--- src/hdl/xorshift32_range_generator_core_defines.svh ---
// Assertion macros shared by the RTL files
`ifndef XORSHIFT32_RANGE_GENERATOR_CORE_DEFINES_SVH
`define XORSHIFT32_RANGE_GENERATOR_CORE_DEFINES_SVH

// same-cycle implication, clocked on i_clk, off during reset
`define XSRG_ASSERT_IMPL(label, ante, cons) \
    label: assert property (@(posedge i_clk) disable iff (!i_rst_n) (ante) |-> (cons)) \
        else $error("assertion failed");

// next-cycle implication, clocked on i_clk, off during reset
`define XSRG_ASSERT_NEXT(label, ante, cons) \
    label: assert property (@(posedge i_clk) disable iff (!i_rst_n) (ante) |=> (cons)) \
        else $error("assertion failed");

`endif

--- src/hdl/xsrg_pkg.sv ---
`default_nettype none

package xsrg_pkg;

    localparam int unsigned DATA_W    = 32;
    localparam int unsigned DIV_STEPS = DATA_W;
    localparam int unsigned CNT_W     = $clog2(DIV_STEPS);

    localparam logic [DATA_W-1:0] SEED_RESET = 32'd2463534242;
    localparam int unsigned SHIFT_A = 13;
    localparam int unsigned SHIFT_B = 17;
    localparam int unsigned SHIFT_C = 5;

    localparam logic [1:0] REQ_TICK   = 2'd0;
    localparam logic [1:0] REQ_RESEED = 2'd1;
    localparam logic [1:0] REQ_DRAW   = 2'd2;

    typedef struct packed {
        logic [1:0]        req_type;
        logic [DATA_W-1:0] range_low;
        logic [DATA_W-1:0] range_high;
    } t_in;

    typedef struct packed {
        logic [DATA_W-1:0] random_value;
        logic [DATA_W-1:0] tick_count;
    } t_out;

    typedef struct packed {
        logic              start;
        logic [DATA_W-1:0] dividend;
        logic [DATA_W-1:0] divisor;
    } t_div_req;

    typedef struct packed {
        logic              done;
        logic [DATA_W-1:0] remainder;
    } t_div_rsp;

endpackage

`default_nettype wire

--- src/hdl/xsrg_divider.sv ---
`default_nettype none
`include "xorshift32_range_generator_core_defines.svh"

module xsrg_divider
    import xsrg_pkg::*;
(
    input  wire logic     i_clk,
    input  wire logic     i_rst_n,
    input  wire t_div_req i_req,
    output t_div_rsp      o_rsp
);

    logic              r_busy, n_busy;
    logic              r_done, n_done;
    logic [CNT_W-1:0]  r_cnt, n_cnt;
    logic [DATA_W-1:0] r_rem, n_rem;
    logic [DATA_W-1:0] r_dvd, n_dvd;
    logic [DATA_W-1:0] r_dvs, n_dvs;

    logic [DATA_W:0] shifted;
    logic [DATA_W:0] diff;
    logic            fits;

    assign shifted = {r_rem, r_dvd[DATA_W-1]};
    assign diff    = shifted - {1'b0, r_dvs};
    assign fits    = shifted >= {1'b0, r_dvs};

    always_comb begin
        n_busy = r_busy;
        n_done = 1'b0;
        n_cnt  = r_cnt;
        n_rem  = r_rem;
        n_dvd  = r_dvd;
        n_dvs  = r_dvs;
        if (i_req.start) begin
            n_busy = 1'b1;
            n_cnt  = '0;
            n_rem  = '0;
            n_dvd  = i_req.dividend;
            n_dvs  = i_req.divisor;
        end else if (r_busy) begin
            // one restoring step per cycle
            n_rem = fits ? diff[DATA_W-1:0] : shifted[DATA_W-1:0];
            n_dvd = {r_dvd[DATA_W-2:0], 1'b0};
            n_cnt = r_cnt + 1'b1;
            if (r_cnt == CNT_W'(DIV_STEPS - 1)) begin
                n_busy = 1'b0;
                n_done = 1'b1;
            end
        end
    end

    always_ff @(posedge i_clk) begin
        if (!i_rst_n) begin
            r_busy <= 1'b0;
            r_done <= 1'b0;
            r_cnt  <= '0;
        end else begin
            r_busy <= n_busy;
            r_done <= n_done;
            r_cnt  <= n_cnt;
        end
    end

    always_ff @(posedge i_clk) begin
        r_rem <= n_rem;
        r_dvd <= n_dvd;
        r_dvs <= n_dvs;
    end

    assign o_rsp.done      = r_done;
    assign o_rsp.remainder = r_rem;

    `XSRG_ASSERT_NEXT(a_start_busy, i_req.start, r_busy)
    `XSRG_ASSERT_IMPL(a_done_idle, r_done, !r_busy)

endmodule

`default_nettype wire

--- src/hdl/xorshift32_range_generator_core.sv ---
// channel   valid        stall        payload
// request   i_in_valid   o_in_stall   i_in_data  (t_in)
// result    o_out_valid  i_out_stall  o_out_data (t_out)
//
// Tick, reseed, unused code, empty or full-range draw: r_res, then result register.
// Draw over a partial range: S_DIV, radix-2 remainder unit (32 steps), then S_PUSH.
// One request at a time; the next is taken while a result waits to be taken.
// Reset: seed 2463534242, tick count zero, no result pending.
// A stalled result holds; a finished request waits until the result register is free.
`default_nettype none
`include "xorshift32_range_generator_core_defines.svh"

module xorshift32_range_generator_core
    import xsrg_pkg::*;
(
    input  wire logic i_clk,
    input  wire logic i_rst_n,
    input  wire logic i_in_valid,
    output logic      o_in_stall,
    input  wire t_in  i_in_data,
    output logic      o_out_valid,
    input  wire logic i_out_stall,
    output t_out      o_out_data
);

    typedef enum logic [2:0] {
        S_IDLE = 3'b001,
        S_DIV  = 3'b010,
        S_PUSH = 3'b100
    } t_state;

    t_state            r_state, n_state;
    logic [DATA_W-1:0] r_seed, n_seed;
    logic [DATA_W-1:0] r_tick, n_tick;
    logic [DATA_W-1:0] r_low, n_low;
    logic [DATA_W-1:0] r_res, n_res;
    logic              r_out_valid, n_out_valid;
    t_out              r_out_data, n_out_data;

    t_div_req          div_req;
    t_div_rsp          div_rsp;
    logic              in_accept;
    logic [DATA_W-1:0] stepped;
    logic [DATA_W-1:0] span;

    function automatic logic [DATA_W-1:0] xs_step(input logic [DATA_W-1:0] s);
        logic [DATA_W-1:0] t;
        t = s ^ (s << SHIFT_A);
        t = t ^ (t >> SHIFT_B);
        t = t ^ (t << SHIFT_C);
        return t;
    endfunction

    assign o_in_stall = (r_state != S_IDLE);
    assign in_accept  = i_in_valid && !o_in_stall;
    assign stepped    = xs_step(r_seed);
    assign span       = i_in_data.range_high - i_in_data.range_low + 1'b1;

    always_comb begin
        n_state          = r_state;
        n_seed           = r_seed;
        n_tick           = r_tick;
        n_low            = r_low;
        n_res            = r_res;
        n_out_valid      = r_out_valid && i_out_stall;
        n_out_data       = r_out_data;
        div_req.start    = 1'b0;
        div_req.dividend = stepped;
        div_req.divisor  = span;
        unique case (r_state)
            S_IDLE: begin
                if (in_accept) begin
                    n_res   = '0;
                    n_state = S_PUSH;
                    unique case (i_in_data.req_type)
                        REQ_TICK: begin
                            n_tick = r_tick + 1'b1;
                        end
                        REQ_RESEED: begin
                            n_seed = r_tick;
                        end
                        REQ_DRAW: begin
                            if (i_in_data.range_high <= i_in_data.range_low) begin
                                n_res = i_in_data.range_low;
                            end else begin
                                n_seed = stepped;
                                if (span == '0) begin
                                    n_res = stepped;
                                end else begin
                                    div_req.start = 1'b1;
                                    n_low         = i_in_data.range_low;
                                    n_state       = S_DIV;
                                end
                            end
                        end
                        default: begin
                        end
                    endcase
                end
            end
            S_DIV: begin
                if (div_rsp.done) begin
                    n_res   = r_low + div_rsp.remainder;
                    n_state = S_PUSH;
                end
            end
            S_PUSH: begin
                if (!r_out_valid || !i_out_stall) begin
                    n_out_valid             = 1'b1;
                    n_out_data.random_value = r_res;
                    n_out_data.tick_count   = r_tick;
                    n_state                 = S_IDLE;
                end
            end
            default: begin
                n_state = S_IDLE;
            end
        endcase
    end

    always_ff @(posedge i_clk) begin
        if (!i_rst_n) begin
            r_state     <= S_IDLE;
            r_seed      <= SEED_RESET;
            r_tick      <= '0;
            r_out_valid <= 1'b0;
        end else begin
            r_state     <= n_state;
            r_seed      <= n_seed;
            r_tick      <= n_tick;
            r_out_valid <= n_out_valid;
        end
    end

    always_ff @(posedge i_clk) begin
        r_low      <= n_low;
        r_res      <= n_res;
        r_out_data <= n_out_data;
    end

    xsrg_divider u_divider (
        .i_clk   (i_clk),
        .i_rst_n (i_rst_n),
        .i_req   (div_req),
        .o_rsp   (div_rsp)
    );

    assign o_out_valid = r_out_valid;
    assign o_out_data  = r_out_data;

    `XSRG_ASSERT_NEXT(a_accept_leaves_idle, in_accept, r_state != S_IDLE)
    `XSRG_ASSERT_IMPL(a_done_in_div, div_rsp.done, r_state == S_DIV)

endmodule

`default_nettype wire
--- config.mk ---
export PLATFORM = sky130hd
export DESIGN_NAME = xorshift32_range_generator_core
export DESIGN_NICKNAME = d
export VERILOG_FILES = /design/src/hdl/xsrg_pkg.sv /design/src/hdl/xsrg_divider.sv /design/src/hdl/xorshift32_range_generator_core.sv
export VERILOG_INCLUDE_DIRS = /design/src /design/src/hdl
export SDC_FILE = /design/constraint.sdc
export NUM_CORES = 1
export LEC_CHECK = 0
export ABC_AREA = 1
export BUFFER_PORTS_ARGS = -buffer_cell sky130_fd_sc_hd__clkbuf_2
export CAP_MARGIN = 20
export CORE_ASPECT_RATIO = 1.4
export CORE_MARGIN = 3
export CORE_UTILIZATION = 35
export DETAILED_ROUTE_END_ITERATION = 6
export PLACE_DENSITY = 0.55
export SYNTH_ARGS = -nofsm -noshare
export SYNTH_HDL_FRONTEND = slang
export SYNTH_SLANG_ARGS = --single-unit
export TNS_END_PERCENT = 50
--- constraint.sdc ---
create_clock -name i_clk -period 4.9 [get_ports i_clk]
set_input_delay 0.98 -clock i_clk [delete_from_list [all_inputs] [get_ports i_clk]]
set_output_delay 0.98 -clock i_clk [all_outputs]
set_load 0.1 [all_outputs]
==> metrics.md, run 1 <==
| Metric | Value |
|---|---|
| Status | completed |
| Worst min-delay path category | flip-flop to flip-flop |
| Die Footprint | 59400 um2 |
| Number of nets with antenna violations after routing | 0 |
| Metal1 wirelength | 27000 um |
| CTS Buf Count | 34 |
| Worst voltage drop across the vdd grid | 0.308 mV |
| Number of instances resized during post-cts repair | 0 |
| Crit path launch type | input pin |
| Max-slew headroom at the worst pin | 47.0% |
| Cell-by-cell trace of the critical path | clkbuf_2 -> inv_1 -> ha_1 -> inv_1 -> fa_1 -> inv_1 -> nand2_1 -> nand2_1 -> nand2_1 -> nand2_1 -> inv_1 -> nand2_1 -> a21oi_1 -> nand2_1 -> nand2_1 -> nand2_1 -> nor2_1 -> nand2_1 -> nor2_1 -> nand3_4 -> buf_12 -> o21ai_0 -> nand2_1 -> nand2_1 |
| Xor/xnor cell area share of the yosys netlist | 4.83% |
| Iter 0 DRT Violations | 1209 |
| Max-cap violations | 0 |
| Starting density of the core | 35.5% |
| Cell variety after synth | 47 |
| Total DRC errors in the routed layout | 0 |
| Gate count of the mapped netlist | 2587 |
| Yosys warnings | 0 |
| Share of synthesized cell area in full adder, half adder and majority cells | 10.1% |
| Primary flip-flop cell chosen by synthesis mapping | edfxtp_1 |
| Multiplexer area fraction after synthesis | 0% |
| Final min period | 4.36 ns |
| Endpoint class of the critical path | flip-flop |
| Area added between synthesis and finish | 13.6% |
| Routed wl met2 | 38600 um |
| Cell seen most often among critical-path stages | nand2_1 |
| I/O pins | 136 |
| Total gr overflow | 0 |
| Clock Sinks | 299 |
| Global-route wire length before repair | 108000 um |
| Setup Fix Bufs, Post-CTS | 0 |
| Crit Reg-Reg Endpoint | r_res[24]$_DFFE_PP_ |
| Pre-CTS setup slack | -0.0413 ns |
| Die Height | 287 um |
| Router iterations before antenna repair | 6 |
| Worst-case register-to-register setup slack | 1.65 ns |
| Highest routed layer | met5 |
| Share of the cycle needed by the critical path after routing | 88.9% |
| Async S/R FF share, synth | 0% |
| Global routing usage summed across all routing layers | 24.4% |
| Final hold slack | 0.419 ns |
| Post-route clock skew | 0.0375 ns |
| Synthesized Nets | 2805 |
| Power density relative to cell area | 315 nW/um2 |
| Routed len/inst | 20.8 um |
| Top cells by area in the synthesized netlist | edfxtp_1 (29%), nand2_1 (14%), dfxtp_1 (11%) |
| CTS tree | built |
| Post-synthesis register bit count | 299 |
| Pins over their slew limit | 0 |
| Dominant combinational cell family by area after synthesis | simple AND/OR/NAND/NOR gates |
| Launching element of the worst setup path | i_in_data[46] |
| Largest net degree at the start of global routing | 62 |
| Port buffer count | 135 |
| Simple-gate area share of the yosys netlist | 25.5% |
| Fraction of the yosys area taken by sequential cells | 40.0% |
| CTS root buf | clkbuf_16 |
| Final setup violating endpoints | 0 |
| Routed length on met3 | 2330 um |
| Critical path start-end classification | input pin to flip-flop |
| Level count of the clock H-tree | 2 |
| Slowest cell on crit path | fa_1 |
| Static leakage | 0.0107 uW |
| Antenna violations before repair | 3 |
| Vias in the first global route | 17901 |
| Number of buffers on the longest clock path | 3 |
| Worst slew pin tran | 0.792 ns |
| Critical Path Sink | r_res[10]$_DFFE_PP_ |
| CP Max Fanout | 33 |
| Arrival time of the worst setup path | 4.76 ns |
| Die outline width | 207 um |
| Global placer's final weighted congestion | 0.982 |
| Post-synth EDFFs | 192 |
| Placeable core region | 55600 um2 |
| Net count, final | 2949 |
| Detail-routed via count per cell | 5.06 |
| Worst-case reg-to-reg path depth | 15 |
| FMAX | 0.229 GHz |
| Compound-cell area share of the yosys netlist | 10.6% |
| Clock-pin transition on the worst setup and hold timing paths | 0.06 ns |
| Via count | 17651 |
| Share of the synthesized area in the top cell type | 29.2% |
| Setup TNS after final layout | 0 ns |
| PnR worst setup slack | 0.542 ns |
| Largest incremental delay on the critical path | 0.60 ns |
| Total wirelength of the detailed-routed design | 72500 um |
| Data required time of the critical path | 5.30 ns |
| Hold buffer count at CTS | 0 |
| Netlist area before placement | 19800 um2 |
| Launching point of the worst reg2reg path | u_divider.r_rem[0]$_SDFFE_PP0P_ |
| Avg Synthesized Cell Area | 7.64 um2 |
| DP HPWL | 59100 um |
| Area leader, netlist | edfxtp_1 |
| Post-route core utilization | 40.4% |
| Hold Fails Final Rpt | 0 |
| Proportion of layout cells with a drive suffix above 1 | 9.91% |
| RSZ-0062 raised after global routing | false |
| Std-Cell Rows | 102 |
| Worst skew pair latency | 0.54 ns |
## registers in the layout (all words and copies together), names as in the netlist, 3 cells and up
register	cells
o_out_data	64
r_low	32
r_res	32
r_seed	32
r_tick	32
u_divider.r_dvd	32
u_divider.r_dvs	32
u_divider.r_rem	32
u_divider.r_cnt	5
r_state	3
## worst min-delay path by stage
stage / start / to / slack, ns / depth (start not counted)
CTS: r_res[22]$_DFFE_PP_ / o_out_data[54]$_DFFE_PP_ / 0.42 / 0
detailed placement: r_res[7]$_DFFE_PP_ / o_out_data[39]$_DFFE_PP_ / 0.41 / 0
floorplan: r_res[0]$_DFFE_PP_ / o_out_data[32]$_DFFE_PP_ / 0.40 / 0
global route: r_res[7]$_DFFE_PP_ / o_out_data[39]$_DFFE_PP_ / 0.42 / 0
global placement: r_res[19]$_DFFE_PP_ / o_out_data[51]$_DFFE_PP_ / 0.40 / 0
finish: r_res[18]$_DFFE_PP_ / o_out_data[50]$_DFFE_PP_ / 0.42 / 0
## final cells by class
type / instances / area [um2]
fillers: 5888 / 33200
multi-input cells: 1838 / 10100
flip-flops and latches: 299 / 7910
inverters: 390 / 1460
repair buffers: 168 / 1010
clock buffers: 47 / 952
well taps: 728 / 911
clock inverters: 13 / 87.6
diodes: 2 / 5.00
## synthesized netlist by cell type, types with 3 or more instances
| master | count |
|---|---|
| nor4_1 | 11 |
| o21bai_1 | 25 |
| xnor2_1 | 59 |
| nor3_2 | 5 |
| buf_6 | 7 |
| nor2_1 | 186 |
| nand3_1 | 168 |
| or2_2 | 16 |
| buf_1 | 3 |
| nand2_2 | 3 |
| o21ai_1 | 8 |
| o21ai_0 | 144 |
| edfxtp_1 | 192 |
| inv_1 | 379 |
| fa_1 | 18 |
| o211ai_1 | 4 |
| a21oi_1 | 142 |
| a31oi_1 | 5 |
| o21a_1 | 10 |
| nor3_1 | 31 |
| nand3b_1 | 7 |
| nand2_1 | 723 |
| o21ai_2 | 4 |
| xor2_1 | 50 |
| o22ai_1 | 22 |
| a21o_1 | 9 |
| buf_2 | 11 |
| dfxtp_1 | 107 |
| ha_1 | 130 |
| and3_1 | 3 |
| nor2_2 | 8 |
| inv_2 | 11 |
| clkbuf_1 | 38 |
| nand4_1 | 31 |
## metal layers
metal | vias to the layer above | track usage (%)
met5 | - | 0
met4 | 2 | 12.7
met3 | 140 | 2.42
met2 | 443 | 46.3
met1 | 8304 | 26.3
li1 | 8762 | -
## through the flow
| step | cells | total power (uW) | cell area (um2) |
|---|---|---|---|
| floorplan | 2587 | 4090 | 19800 |
| global placement | 3421 | 4700 | 21400 |
| detailed placement | 3421 | 4710 | 21400 |
| CTS | 3481 | 7150 | 22400 |
| global route | 3483 | 7420 | 22500 |
| finish | 3485 | 7080 | 22500 |
## logic make-up (layout without fill, tap and decap cells)
group                      Yosys count  in the layout
and+or+nand+nor                   1200           1200
buffers and inverters              450            618
xor gates and xnor gates           109            109
DFF                                299            299
AOI/OAI and AO/OA                  381            381
adders and majority gates          148            148
other                                0              2
## layout by cell type (no fill, tap or decap), types with 18 or more instances in the layout
cell type,count
o21bai_1,25
clkbuf_2,135
a21oi_1,141
fa_1,18
ha_1,130
xor2_1,50
buf_4,26
o22ai_1,22
o21ai_0,144
nand2_1,723
inv_1,379
nand4_1,31
nor3_1,31
xnor2_1,59
edfxtp_1,192
nand3_1,168
dfxtp_1,107
nor2_1,183
clkbuf_16,36
## worst max-delay path: cells and delay by family
family | cells | cell delay (ns)
AOI/OAI and AO/OA | 2 | 0.76
and+or+nand+nor | 14 | 1.30
buffers and inverters | 6 | 0.87
adders and majority gates | 2 | 0.83
## power by group
part,internal (uW),switching [uW],leakage (uW)
combinational,466,1230,0.00749
clock,1370,1050,0.000509
sequential,2880,88.8,0.00267
No activity file was read; power rests on OpenSTA's default activity.
==> run 2: changes to the inputs <==
--- a/config.mk
+++ b/config.mk
@@ -16,5 +16,6 @@
 export PLACE_DENSITY = 0.55
 export SYNTH_ARGS = -nofsm -noshare
 export SYNTH_HDL_FRONTEND = slang
+export SYNTH_HIERARCHICAL = 1
 export SYNTH_SLANG_ARGS = --single-unit
 export TNS_END_PERCENT = 50
==> run 2 against run 1 <==
  * Global-route usage decreased by 1.7 points
  * Largest power group unchanged
  * Critical path type unchanged
  * Flip-flop and latch count unchanged
  * Sequential power increased by 3%
  * Non-clock buffer count decreased by 3
  * Register-to-register slack improved by 0.04 ns
  * Hold slack got worse by 0.0016 ns
  * Area after synthesis increased by 3.2%
  * Sequential share of layout area decreased by 1.2 points
  * Largest cell class unchanged
==> metrics.md, run 2 <==
| Metric | Value |
|---|---|
| Total DRC errors in the routed layout | 0 |
| Clock-pin transition on the worst setup and hold timing paths | 0.06 ns |
| Post-route clock skew | 0.0235 ns |
| Endpoint class of the critical path | flip-flop |
| Net count, final | 3129 |
| Share of the cycle needed by the critical path after routing | 89.0% |
| Hold buffer count at CTS | 0 |
| Post-route non-filler standard cell count | 3680 |
| Number of flip-flops under the largest register name | 64 |
| Relative contribution of combinational cells to total power | 34.3% |
| Die outline width | 210 um |
| Commonest cells in the netlist | nand2_1 (916), inv_1 (392), edfxtp_1 (192) |
| Number of instances resized during post-cts repair | 0 |
| Leading cell type in the layout, fill and taps excluded | nand2_1 |
| Number of buffers on the longest clock path | 3 |
| I/O pins | 136 |
| Placeable core region | 57600 um2 |
| Arrival time of the worst setup path | 4.77 ns |
| Std-Cell Rows | 104 |
| Post-synthesis register bit count | 299 |
| Placed Cells | 3615 |
| Critical path start-end classification | input pin to flip-flop |
| Netlist area before placement | 20400 um2 |
| Iter 0 DRT Violations | 1091 |
| Internal power summed over all cells | 5410 uW |
| Clock share of power | 30.8% |
| PnR worst setup slack | 0.541 ns |
| Pre-CTS setup slack | -0.0176 ns |
| Cell seen most often among critical-path stages | nand2_1 |
| Static leakage | 0.0110 uW |
| Port buffer count | 135 |
| Data required time of the critical path | 5.31 ns |
| Yosys warnings | 6 |
| CTS Buf Count | 34 |
| Vias in the first global route | 18648 |
| Async S/R FF share, synth | 0% |
| Final min period | 4.36 ns |
| Depth of the worst hold-timing path | 0 |
| Largest incremental delay on the critical path | 0.44 ns |
| Post-synth EDFFs | 192 |
| Hold Fails Final Rpt | 0 |
| CP Max Fanout | 24 |
| Avg Synthesized Cell Area | 7.36 um2 |
| Pins over their slew limit | 0 |
| Setup Fix Bufs, Post-CTS | 0 |
| Final hold slack | 0.417 ns |
| Max-slew headroom at the worst pin | 35.3% |
| Top cells by area in the synthesized netlist | edfxtp_1 (28%), nand2_1 (17%), dfxtp_1 (10%) |
| Antenna violations before repair | 1 |
| Area leader, netlist | edfxtp_1 |
| Global routing usage summed across all routing layers | 22.7% |
| Final setup violating endpoints | 0 |
| CTS tree | built |
| Starting density of the core | 35.4% |
| Status | completed |
| Level count of the clock H-tree | 2 |
| Worst min-delay path category | flip-flop to flip-flop |
| Worst slew pin tran | 0.970 ns |
| Detail-routed via count per cell | 5.05 |
| Proportion of layout cells with a drive suffix above 1 | 9.84% |
| Cell variety after synth | 49 |
| WP buf/inv | 7 |
| Levels on crit path | 23 |
| Fraction of the yosys area taken by sequential cells | 38.8% |
| Gate count of the mapped netlist | 2771 |
| Crit path launch type | input pin |
| Cell-by-cell trace of the critical path | clkbuf_2 -> inv_1 -> ha_1 -> inv_1 -> fa_1 -> inv_1 -> nand2_1 -> nor3_1 -> nand2_1 -> nor2_1 -> nor2_1 -> nand2_1 -> nand2_1 -> nand2_1 -> nand2_1 -> nor2_1 -> nand2_2 -> nand3_1 -> clkinvlp_4 -> inv_1 -> buf_4 -> nand2_1 -> nand2_1 |
| Number of nets with antenna violations after routing | 0 |
| Max-cap violations | 0 |
| Commonest non-fill, non-tap cells in the layout | nand2_1 (916), inv_1 (391), edfxtp_1 (192) |
| Switching portion of total power | 38.0% |
| Primary flip-flop cell chosen by synthesis mapping | edfxtp_1 |
| Worst-case register-to-register setup slack | 1.69 ns |
| Via count | 18581 |
| Synthesized Nets | 2989 |
| Area added between synthesis and finish | 13.8% |
| Power density relative to cell area | 375 nW/um2 |
| Portion of total power attributed to sequential cells | 34.9% |
| Share of the synthesized area in the top cell type | 28.3% |
| Router iterations before antenna repair | 5 |
| FMAX | 0.229 GHz |
| Total gr overflow | 0 |
| Total wirelength of the detailed-routed design | 70600 um |
| Routed len/inst | 19.2 um |
| Clock Sinks | 299 |
| DP HPWL | 58100 um |
| Worst skew pair latency | 0.55 ns |
| CTS root buf | clkbuf_16 |
| Worst-case reg-to-reg path depth | 12 |
| Die Height | 292 um |
| Net Switching | 3310 uW |
| Slowest cell on crit path | fa_1 |
| Worst voltage drop across the vdd grid | 0.213 mV |
| Largest net degree at the start of global routing | 52 |
| Family of cells with the greatest summed delay on the critical path | simple AND/OR/NAND/NOR gates |
| Library cell with the highest instance count after synthesis | nand2_1 |
| Global-route wire length before repair | 107000 um |
| RSZ-0062 raised after global routing | false |
| Global placer's final weighted congestion | 0.986 |
| Die Footprint | 61300 um2 |
-- run 2: cell types whose count changed after synthesis, sizes merged, moves of 7 or more --
cell    previous run  this run
nand2            726       926
nand3b             7        35
o22ai             22         0
inv              390       409
o21bai            25        10
o21ai            156       143
nor2             195       184
or2               16         6
a21oi            142       150
a21o               9         2
nor3              36        43
-- run 2: power groups by stage --
| stage | Combinational [uW] | Sequential [uW] | Clock [uW] |
|---|---|---|---|
| after floorplan | 2030 | 3100 | 0 |
| after global placement | 2950 | 3090 | 0 |
| after detailed placement | 2960 | 3090 | 0 |
| after CTS | 2980 | 3040 | 2750 |
| after global routing | 3350 | 3060 | 2840 |
| final | 2990 | 3050 | 2680 |
-- run 2: metal layers --
metal  share of wire [%]  vias up  track usage [%]  wire (um)
met3                 3.9      200             2.70       2780
met5                   0        -                0          0
li1                    -     9239                -          -
met1                  37     8614             24.1      26200
met4                 8.7        0             15.8       6150
met2                  50      528             41.5      35500
-- run 2: cell families (layout without fill, tap and decap cells) --
logic type	after synthesis	count (layout)	share of synthesized area, %
compound gates	327	327	8.66
xor+xnor	101	101	4.34
fa+ha+maj	148	148	9.74
buf+inv	474	640	9.09
flops	299	299	38.8
other cells	0	1	0
simple gates	1422	1422	29.4
-- run 2: final cells by class --
class,count,area [um2]
Sequential cell,299,7910
Tap cell,742,928
Inverter,413,1560
Multi-Input combinational cell,1998,10700
Antenna cell,1,2.50
Clock inverter,18,219
Clock buffer,44,950
Timing Repair Buffer,165,996
Fill cell,5959,34400
-- run 2: path summary, 6_finish.rpt --
check,start,endpoint
worst max-delay path,i_in_data[58],u_divider/r_dvd[22]$_DFFE_PP_
worst min-delay path,r_res[14]$_DFFE_PP_,o_out_data[46]$_DFFE_PP_
worst max register to register,u_divider/r_rem[1]$_SDFFE_PP0P_,u_divider/r_rem[17]$_SDFFE_PP0P_
worst min register to register,r_res[14]$_DFFE_PP_,o_out_data[46]$_DFFE_PP_
-- run 2: metrics by stage --
step	total power [uW]	TNS, ns	utilization [%]	instance area [um2]
after CTS	8770	0	40.2	23200
after detailed placement	6060	-0.0602	38.2	22000
after floorplan	5130	0	-	20400
after global placement	6040	0	38.2	22000
after global routing	9240	0	40.3	23200
final	8720	0	40.3	23200
==> run 3: changes to the inputs <==
--- a/config.mk
+++ b/config.mk
@@ -11,9 +11,10 @@
 export CAP_MARGIN = 20
 export CORE_ASPECT_RATIO = 1.4
 export CORE_MARGIN = 3
-export CORE_UTILIZATION = 35
+export CORE_UTILIZATION = 60
 export DETAILED_ROUTE_END_ITERATION = 6
-export PLACE_DENSITY = 0.55
+export PLACE_DENSITY = 0.83
+export RECOVER_POWER = 100
 export SYNTH_ARGS = -nofsm -noshare
 export SYNTH_HDL_FRONTEND = slang
 export SYNTH_HIERARCHICAL = 1
==> run 3 against run 2 <==
  * The flow now finishes with violations (capacitance limit, slew limit)
  * Non-clock buffer count unchanged
  * Flip-flop and latch count did not move
  * Via count increased by 4.6%
  * Clock-buffer cell count down 6
  * Combinational power barely moved
  * Clock skew is essentially flat
  * Cell count down 8.3%
  * Die area decreased by 41%
  * Design area decreased by 3.6%
  * Critical path type unchanged
  * Largest cell class unchanged
  * Largest power group unchanged
==> metrics.md, run 3 (synthesis gave the netlist of run 2 again) <==
| Metric | Value |
|---|---|
| Setup TNS after final layout | 0 ns |
| Reg area | 7910 um2 |
| Crit Reg-Reg Endpoint | r_tick[29]$_SDFFE_PN0P_ |
| Critical path start-end classification | input pin to flip-flop |
| Clock-pin transition on the worst setup and hold timing paths | 0.07 ns |
| Clock Sinks | 299 |
| DP HPWL | 53800 um |
| Total wirelength of the detailed-routed design | 68200 um |
| Post-route clock skew | 0.0236 ns |
| Pins over their slew limit | 87 |
| Area added between synthesis and finish | 9.75% |
| Final setup violating endpoints | 0 |
| Die Height | 224 um |
| Leading cell type in the layout, fill and taps excluded | nand2_1 |
| Max-cap violations | 3 |
| Global placer's final weighted congestion | 1.01 |
| Failing checks | capacitance limit, slew limit |
| Hold buffer count at CTS | 0 |
| Largest net degree at the start of global routing | 58 |
| Final min period | 4.44 ns |
| Antenna violations before repair | 1 |
| Data required time of the critical path | 5.40 ns |
| Commonest non-fill, non-tap cells in the layout | nand2_1 (917), inv_1 (391), edfxtp_1 (192) |
| Worst slew pin tran | 2.36 ns |
| Vias in the first global route | 18997 |
| RSZ-0062 raised after global routing | false |
| Static leakage | 0.0106 uW |
| Std-Cell Rows | 79 |
| Total DRC errors in the routed layout | 0 |
| Number of nets with antenna violations after routing | 0 |
| Worst skew pair latency | 0.60 ns |
| Total gr overflow | 0 |
| Slowest cell on crit path | ha_1 |
| Largest incremental delay on the critical path | 0.41 ns |
| Placed Cells | 3320 |
| Iter 0 DRT Violations | 1746 |
| Depth of the worst hold-timing path | 0 |
| Share of the cycle needed by the critical path after routing | 90.5% |
| Die Footprint | 36300 um2 |
| Family of cells with the greatest summed delay on the critical path | simple AND/OR/NAND/NOR gates |
| Area occupied by multi-input gates | 10600 um2 |
| Ant diodes | 0 |
| CTS Buf Count | 29 |
| CP Max Fanout | 50 |
| Cell-by-cell trace of the critical path | clkbuf_1 -> inv_1 -> ha_1 -> ha_1 -> nand2_1 -> nor2_1 -> nand3_1 -> nand3_1 -> nand2_1 -> nand2_1 -> nand2_1 -> nor3_1 -> nand2_1 -> nor2_1 -> nand2_2 -> nand3_1 -> clkinvlp_4 -> nor2_1 -> clkinv_2 -> buf_12 -> o21ai_0 |
| Cell seen most often among critical-path stages | nand2_1 |
| Number of buffers on the longest clock path | 3 |
| Number of instances resized during post-cts repair | 0 |
| Routed len/inst | 20.2 um |
| Die outline width | 162 um |
| Setup Fix Bufs, Post-CTS | 0 |
| Status | finished with violations |
| Via count | 19429 |
| CTS root buf | clkbuf_16 |
| Worst min-delay path endpoint | o_out_data[58]$_DFFE_PP_ |
| Global-route wire length before repair | 105000 um |
| Crit path launch type | input pin |
| Port buffer count | 135 |
| Worst-case register-to-register setup slack | 0.68 ns |
| Starting density of the core | 61.1% |
| CTS tree | built |
| Worst-case reg-to-reg path depth | 12 |
| Power density relative to cell area | 373 nW/um2 |
| Net count, final | 3124 |
| Placeable core region | 33400 um2 |
| Worst min-delay path category | flip-flop to flip-flop |
| I/O pins | 136 |
| Proportion of layout cells with a drive suffix above 1 | 5.43% |
| Arrival time of the worst setup path | 4.94 ns |
| Max-slew headroom at the worst pin | -57.6% |
| Detail-routed via count per cell | 5.76 |
| Number of fillers in the final layout | 3008 |
| Launching point of the worst reg2reg path | r_state[0]$_SDFFE_PN1P_ |
| Number of flip-flops under the largest register name | 64 |
| Post-route non-filler standard cell count | 3374 |
| FMAX | 0.225 GHz |
| Router iterations before antenna repair | 6 |
| WP buf/inv | 5 |
| Launch point of the worst hold path | r_res[26]$_DFFE_PP_ |
| Hold Fails Final Rpt | 0 |
| Endpoint class of the critical path | flip-flop |
| Worst voltage drop across the vdd grid | 0.353 mV |
| Global routing usage summed across all routing layers | 37.3% |
| Level count of the clock H-tree | 1 |
run 3: cell types whose count changed in the layout (fill, tap and decap cells not counted), sizes merged:
cell	previous run	this run
diode	1	0
bufinv	4	2
buf	30	17
clkinv	15	14
inv	410	411
clkbuf	179	186
run 3: through the flow:
| step | hold WS [ns] | util, % | cell area, um2 | power (uW) | worst slack, ns |
|---|---|---|---|---|---|
| final | 0.420 | 67.0 | 22400 | 8360 | 0.464 |
| after global routing | 0.419 | 67.0 | 22400 | 8760 | 0.132 |
| after CTS | 0.418 | 67.8 | 22700 | 8340 | 0.660 |
| after detailed placement | 0.405 | 64.9 | 21700 | 6030 | 0.0634 |
| after global placement | 0.400 | 64.8 | 21700 | 6000 | 0.120 |
| after floorplan | 0.400 | - | 20400 | 5130 | 0.0413 |
run 3: worst max-delay path by stage:
stage	from	to	slack, ns	cells past startpoint
floorplan	i_in_data[1]	u_divider/r_dvd[0]$_SDFFCE_PN0P_	0.04	26
global placement	i_in_data[42]	u_divider/r_rem[31]$_SDFFE_PP0P_	0.12	26
detailed placement	i_in_data[33]	u_divider/r_rem[31]$_SDFFE_PP0P_	0.06	25
CTS	i_in_data[33]	u_divider/r_rem[31]$_SDFFE_PP0P_	0.66	25
global route	i_in_data[38]	u_divider/r_rem[0]$_SDFFE_PP0P_	0.13	23
finish	i_in_data[42]	u_divider/r_rem[2]$_SDFFE_PP0P_	0.46	21
run 3: routing by layer:
metal / up-vias / track usage, % / wire length, um
met5: - / 0 / 9
met4: 2 / 26.4 / 6150
met3: 294 / 4.99 / 4350
met2: 919 / 65.6 / 33300
met1: 8989 / 41.4 / 24300
li1: 9225 / - / -
run 3: cell type report:
class,count,area share [%]
clock buffer,38,3.67
multi-input combinational,1998,47.3
timing repair buffer,165,3.63
tap,445,2.49
clock inverter,16,0.710
sequential,299,35.3
inverter,413,6.94
run 3: worst reg2reg max path, cell delays in order, from the launching register on:
cell	delay, ns
dfxtp_1	0.34
inv_1	0.08
nor3_1	0.28
nand2_1	0.14
nor3_1	1.29
nand2_1	0.25
nor3_1	0.33
nand4_1	0.27
nor3_1	0.56
nand2_1	0.20
nor2_1	0.16
xor2_1	0.16
nor2_1	0.05
run 3: power by group:
group,switching [uW],total (uW),leakage [uW],internal (uW)
combinational,2080,3000,0.00748,922
sequential,160,3030,0.00263,2870
clock,1030,2330,0.000483,1300
total,3270,8360,0.0106,5090
